File: config.mk
export PLATFORM = sky130hd
export DESIGN_NAME = rmst_alu
export DESIGN_NICKNAME = d
export VERILOG_FILES = /design/src/rtl/core/rmst_pkg.sv /design/src/rtl/core/rmst_alu.sv
export SDC_FILE = /design/constraint.sdc
export NUM_CORES = 2
export LEC_CHECK = 0
export BUFFER_PORTS_ARGS = -buffer_cell sky130_fd_sc_hd__buf_4
export CAP_MARGIN = 20
export CORE_MARGIN = 10
export CORE_UTILIZATION = 60
export CTS_CLUSTER_DIAMETER = 30
export CTS_CLUSTER_SIZE = 10
export DETAILED_ROUTE_END_ITERATION = 12
export GPL_TIMING_DRIVEN = 0
export PLACE_DENSITY = 0.92
export SLEW_MARGIN = 5
export SYNTH_ARGS = -nofsm -noshare
export SYNTH_HDL_FRONTEND = slang
export SYNTH_SLANG_ARGS = --single-unit
export TNS_END_PERCENT = 50
File: constraint.sdc
create_clock -name clk -period 7 [get_ports clk]
set_clock_uncertainty 0.2 [all_clocks]
set_input_delay 0.7 -clock clk [delete_from_list [all_inputs] [get_ports clk]]
set_output_delay 0.7 -clock clk [all_outputs]
set_load 0.01 [all_outputs]
File: src/rtl/core/rmst_pkg.sv
`default_nettype none
// ----------------------------------------------------------------------------
// rmst_pkg
// Shared types and constants of the range min/max segment tree.
// ----------------------------------------------------------------------------
package rmst_pkg;

	localparam int WORD_W    = 64;
	localparam int POS_W     = 10;
	localparam int END_W     = 11;
	localparam int S_TDATA_W = 88;
	localparam int M_TDATA_W = 128;

	typedef logic signed [WORD_W-1:0] word_t;

	localparam word_t MOST_POS = {1'b0, {(WORD_W-1){1'b1}}};
	localparam word_t MOST_NEG = {1'b1, {(WORD_W-1){1'b0}}};

	localparam logic CMD_UPDATE = 1'b0;
	localparam logic CMD_QUERY  = 1'b1;

	typedef enum logic [2:0] {
		ST_CLEAR,
		ST_IDLE,
		ST_UPD_LEAF,
		ST_UPD_LEVEL,
		ST_QRY_WALK,
		ST_QRY_FIN
	} state_t;

	// Datapath controls driven by the sequencer.
	typedef struct packed {
		logic leaf;
		logic level;
		logic acc_init;
		logic acc_l;
		logic acc_r;
	} alu_ctrl_t;

endpackage
`default_nettype wire

File: src/rtl/core/rmst_alu.sv
`default_nettype none
// ----------------------------------------------------------------------------
// rmst_alu
// Min/max datapath: parent recompute on update, left and right accumulators
// on query, and the final merge of the two query sides.
// ----------------------------------------------------------------------------
module rmst_alu (
	input  wire logic                clk,
	input  wire rmst_pkg::alu_ctrl_t ctrl,
	input  wire rmst_pkg::word_t     leaf_value,
	input  wire rmst_pkg::word_t     rd_min_a,
	input  wire rmst_pkg::word_t     rd_min_b,
	input  wire rmst_pkg::word_t     rd_max_a,
	input  wire rmst_pkg::word_t     rd_max_b,
	output rmst_pkg::word_t          wr_min,
	output rmst_pkg::word_t          wr_max,
	output rmst_pkg::word_t          res_min,
	output rmst_pkg::word_t          res_max
);
	import rmst_pkg::*;

	word_t cur_min_q, cur_max_q;
	word_t min_l_q, min_r_q, max_l_q, max_r_q;

	// On a level step, port A holds the sibling of the node last written.
	always_comb begin
		if (ctrl.leaf) begin
			wr_min = leaf_value;
			wr_max = leaf_value;
		end else begin
			wr_min = (rd_min_a < cur_min_q) ? rd_min_a : cur_min_q;
			wr_max = (rd_max_a > cur_max_q) ? rd_max_a : cur_max_q;
		end
	end

	assign res_min = (min_r_q < min_l_q) ? min_r_q : min_l_q;
	assign res_max = (max_r_q > max_l_q) ? max_r_q : max_l_q;

	always_ff @(posedge clk) begin
		if (ctrl.leaf || ctrl.level) begin
			cur_min_q <= wr_min;
			cur_max_q <= wr_max;
		end
		if (ctrl.acc_init) begin
			min_l_q <= MOST_POS;
			min_r_q <= MOST_POS;
			max_l_q <= MOST_NEG;
			max_r_q <= MOST_NEG;
		end else begin
			if (ctrl.acc_l) begin
				min_l_q <= (rd_min_a < min_l_q) ? rd_min_a : min_l_q;
				max_l_q <= (rd_max_a > max_l_q) ? rd_max_a : max_l_q;
			end
			if (ctrl.acc_r) begin
				min_r_q <= (rd_min_b < min_r_q) ? rd_min_b : min_r_q;
				max_r_q <= (rd_max_b > max_r_q) ? rd_max_b : max_r_q;
			end
		end
	end

endmodule
`default_nettype wire

Word level (Yosys, flattened, before mapping)
Cells that the tools add are included.
- register bits after elaboration: 384
- bits of input ports: 326
- output and inout port bits: 256
- logic and storage cells: 25
- $lt $le $gt $ge: 8
- muxes and demuxes: 6
- reduce and logical (&&, ||, !) cells: 5
- operators by type and width (cell ; count):
    $mux W64 ; 6
    $gt A64 B64 Y1 ; 4
    $lt A64 B64 Y1 ; 4
    $reduce_and A2 Y1 ; 4
    $logic_or A1 B1 Y1 ; 1

Longest topological paths before layout
- depth after elaboration: 3
- mapped depth: 13
- mapped depth without buffers: 11

Least setup slack after synthesis
No wires, ideal clock.
- path type: input -> output
- start point: input port rd_max_a[11]
- end point: output port wr_max[33]
- data arrival time: 3.303 ns
- required time: 6.100 ns
- setup slack: 2.797 ns
- cell stages on the path: 12
- path buffers: 3
- path through: ha_1 -> a21oi_1 -> o21a_1 -> o2bb2ai_1 -> or4_4 -> a211oi_2 -> o211ai_1 -> mux2_1 -> buf_6 -> buf_6 -> buf_6 -> a311oi_1
- longest elaborated chain between the ends: 3
- ends and longest elaborated chain (element ; line ; source):
    from (decl) ; rmst_alu.sv:13 ; input wire rmst_pkg::word_t rd_max_a,
    $gt A64 B64 Y1 ; rmst_alu.sv:32 ; wr_max = (rd_max_a > cur_max_q) ? rd_max_a : cur_max_q;
    $mux W64 ; rmst_alu.sv:32 ;
    $mux W64 ; rmst_alu.sv:27 ; if (ctrl.leaf) begin
    to (decl) ; rmst_alu.sv:16 ; output rmst_pkg::word_t wr_max,
No other way between the ends.

Final worst setup path
- start point: register min_l_q[10]
- end point: output port res_min[4]
- longest elaborated chain between the ends: 2
- ends and longest elaborated chain (element ; line ; source):
    from (decl) ; rmst_alu.sv:23 ; word_t min_l_q, min_r_q, max_l_q, max_r_q;
    from (signal assigned) ; rmst_alu.sv:51 ; min_l_q <= (rd_min_a < min_l_q) ? rd_min_a : min_l_q;
    $lt A64 B64 Y1 ; rmst_alu.sv:36 ; assign res_min = (min_r_q < min_l_q) ? min_r_q : min_l_q;
    $mux W64 ; rmst_alu.sv:36 ;
    to (decl) ; rmst_alu.sv:17 ; output rmst_pkg::word_t res_min,
No other way between the ends.

==> results.yml <==
clock_network:
  cts_buffer_depth: 3
  cts_made_buffers: 102
  clock_latency_ns: 0.63
  cts.htree.levels: 3
  cts.clk_slew.worst_paths_ns: 0.04
  cts_hold_buf: 0
  cts_tree: "yes"
  post_cts_resized: 0
  cts.sinks: 384
  cts_setup_buffers: 0
  cts_root_buf: "clkbuf_16"
worst_hold_path:
  hold_path_class: "input pin to flop"
synth:
  netlist_area_sq_um: 29200
  ys_seq_area_frac: 0.307
  synthMuxAreaShare: 0.133
  synth_top_flop_cell: "dfxtp_1"
  synth-edff-count: 128
  yosysUniqueCellTypes: 66
  yosysWarnings: 0
  ys_ff_latch: 384
  syn_inst: 3299
  post_synth_xor_area_fraction: 0.00116
  synth.largest_area_cell: "ha_1"
  avgSynthCellArea_sq_um: 8.84
  synth_compound_area_frac: 0.132
  async_flop_share: 0
  synth_top_family_by_area: "adder cells"
  yosys.area.top_type_share: 0.218
  synth_nets: 4133
  synthTopCellsByArea: "ha_1, dfxtp_1, mux2i_1"
  synthAdderAreaFrac: 0.218
  synth-simple-area-share: 0.135
placed_design:
  io_buffers: 580
  placed_cell_area_sq_um: 34400
  post-dp-hpwl_mm: 87.3
  finalWeightedCongestion: 1.00
floorplanning:
  dieArea_sq_um: 57900
  floorplan.initialDensity: 0.609
  core_sq_um: 47900
  die_y_um: 241
  io_pins: 582
  fp.dieW_um: 241
  rows: 80
setup_path:
  crit_type: "flop to output port"
  cp_slowest_cell: "xor2_2"
  crit_path_max_incr_delay_ns: 0.62
  cp_max_fo: 10
  worstSetupStartpointType: "flop"
  critPathRequiredTime_ns: 6.10
  critPathArrivalTime_ns: 5.03
  end_kind: "output port"
  crit_top_cell: "buf_4"
  crit_chain: "inv_1, ha_1, and3_1, a221o_1, a211o_1, a21oi_1, o211ai_1, a31oi_1, o21ai_1, xor2_2, buf_4, mux2i_1, buf_4"
drt:
  vias: 30100
  ant_nets: 0
  vias_per_cell: 6.42
  drt_iter0_drc: 2998
  wl_per_cell_um: 24.7
  wl_mm: 116
  drtPass1Iterations: 7
  route.detailed.drc: 0
power:
  power.leakage_nw: 19.5
  powerDensity_nw_per_um2: 315
  ir_drop_mv: 0.358
timing:
  setup_tns_ns: 0
  hold_viol_final: 0
  worst_pin_slew_ns: 1.20
  slew_viol_final: 0
  setup_viol: 0
  slew_headroom: 0.201
  timing.fmax_mhz: 169
  finalCritPeriodShare: 0.847
  hold_ws_ns: 0.125
  period_needed_ns: 5.93
  rsz0062_at_grt: "no"
cells_and_area:
  nNetsFinal: 4821
  syn_to_final_growth_pct: 30.0
  finalInstanceArea_sq_um: 37900
  num-fill-cells: 2884
  drive_above_1_share: 0.199
grt:
  grt_pass1_wl_mm: 172
  antenna_found_initial: 9
  first_global_vias: 30200
  grt_max_degree: 64
  grt_usage: 0.384
  grt_overflow: 0
flow_run:
  cap_violations: 0
outcome:
  outcome: "finished, final reports clean"
synthesized netlist by cell type (6+ instances only):
cell and count:
nand4_1 81, nor2_1 424, clkbuf_1 85, inv_1 393, dfxtp_1 256, or4_1 8, buf_6 7, nor4_1 10
nor2b_1 16, edfxtp_1 128, a221oi_1 13, nand3_1 36, a2111oi_0 7, o21ai_0 76, and4_1 18, buf_4 7
nand2b_1 9, a211oi_1 18, a21oi_1 310, buf_2 32, nand2_1 98, a221o_1 6, ha_1 508, mux2i_1 385
o21a_1 9, nor3_1 143, a311oi_1 63, a21o_1 70, a31oi_1 6, o211ai_1 15
state kept, by name, indices dropped and copies added, names as in the netlist:
| signal | count |
|---|---|
| min_r_q | 64 |
| max_r_q | 64 |
| min_l_q | 64 |
| cur_min_q | 64 |
| cur_max_q | 64 |
| max_l_q | 64 |
kinds of logic after synthesis:
group                    after synthesis
AND/OR/NAND/NOR                      862
AO/OA/AOI/OAI                        622
buffers and inverters                532
adder cells (fa/ha/maj)              508
multiplexers                         388
flip-flops                           384
XOR/XNOR                               3
critical path, delay by kind of cell, from the launching register on:
family	cells	cell delay (ns)
adder cells (fa/ha/maj)	1	0.32
buffers and inverters	3	0.66
AO/OA/AOI/OAI	6	1.83
multiplexers	1	0.45
AND/OR/NAND/NOR	1	0.20
flip-flops	1	0.32
XOR/XNOR	1	0.62
routing by layer:
metal | global-route usage | up-vias | part of all wire
met5 | 0 | - | 0.00023
met4 | 0.303 | 4 | 0.091
met3 | 0.103 | 663 | 0.11
met2 | 0.617 | 2102 | 0.45
met1 | 0.427 | 14000 | 0.35
li1 | - | 13300 | -
power by group:
group	switching, W	internal, W
Sequential	0.000162	0.00263
Clock	0.00146	0.00340
Combinational	0.00250	0.00180
cells in the final DEF, fill, tap and decap left out, types with 6 or more instances in the layout:
master,Yosys,final
buf_6,7,7
a21o_1,70,70
a21oi_1,310,310
buf_4,7,587
ha_1,508,508
nor4_1,10,10
o211ai_1,15,15
o21a_1,9,9
o21ai_0,76,76
nand2_1,98,98
clkbuf_8,0,12
nand4_1,81,81
a221o_1,6,6
dfxtp_1,256,256
mux2i_1,385,385
clkbuf_1,85,94
a2111oi_0,7,7
nor3_1,143,143
inv_1,393,393
diode_2,0,7
clkinv_2,0,21
clkinvlp_4,0,16
nand3_1,36,36
nor2_1,424,424
a311oi_1,63,63
a221oi_1,13,13
and4_1,18,18
edfxtp_1,128,128
nor2b_1,16,16
or4_1,8,8
buf_2,32,32
clkbuf_16,0,103
a211oi_1,18,18
a31oi_1,6,6
bufinv_16,0,17
nand2b_1,9,9
worst paths after layout:
| check | slack, ns | cells after the start | to | startpoint |
|---|---|---|---|---|
| worst max-delay path | 1.07 | 13 | res_min[4] | min_l_q[10] |
| worst min-delay path | 0.12 | 3 | max_r_q[43] | rd_max_b[43] |
| worst max register to register | 2.75 | 12 | min_l_q[60] | min_l_q[46] |
| worst min register to register | 0.29 | 2 | max_l_q[44] | max_l_q[44] |
per-stage QoR:
| step | total power, W | util | setup WS [ns] | std cells |
|---|---|---|---|---|
| after floorplan | 0.00533 | - | 2.80 | 3299 |
| after global placement | 0.00679 | 0.715 | 1.52 | 4494 |
| after detailed placement | 0.00690 | 0.717 | 1.49 | 4497 |
| after CTS | 0.0118 | 0.791 | 1.13 | 4681 |
| after global routing | 0.0124 | 0.791 | 1.03 | 4689 |
| final | 0.0119 | 0.791 | 1.07 | 4689 |
cell type report:
cell class | instances | area (sq um) | share of cell area
Buffer | 139 | 686 | 0.0181
Tap cell | 615 | 769 | 0.0203
Clock inverter | 60 | 763 | 0.0201
Antenna cell | 7 | 17.5 | 0.000462
Inverter | 393 | 1480 | 0.0389
Sequential cell | 384 | 8970 | 0.236
Clock buffer | 124 | 2780 | 0.0732
Timing Repair Buffer | 584 | 4420 | 0.116
Multi-Input combinational cell | 2383 | 18100 | 0.476
No activity file was read; power rests on OpenSTA's default activity.
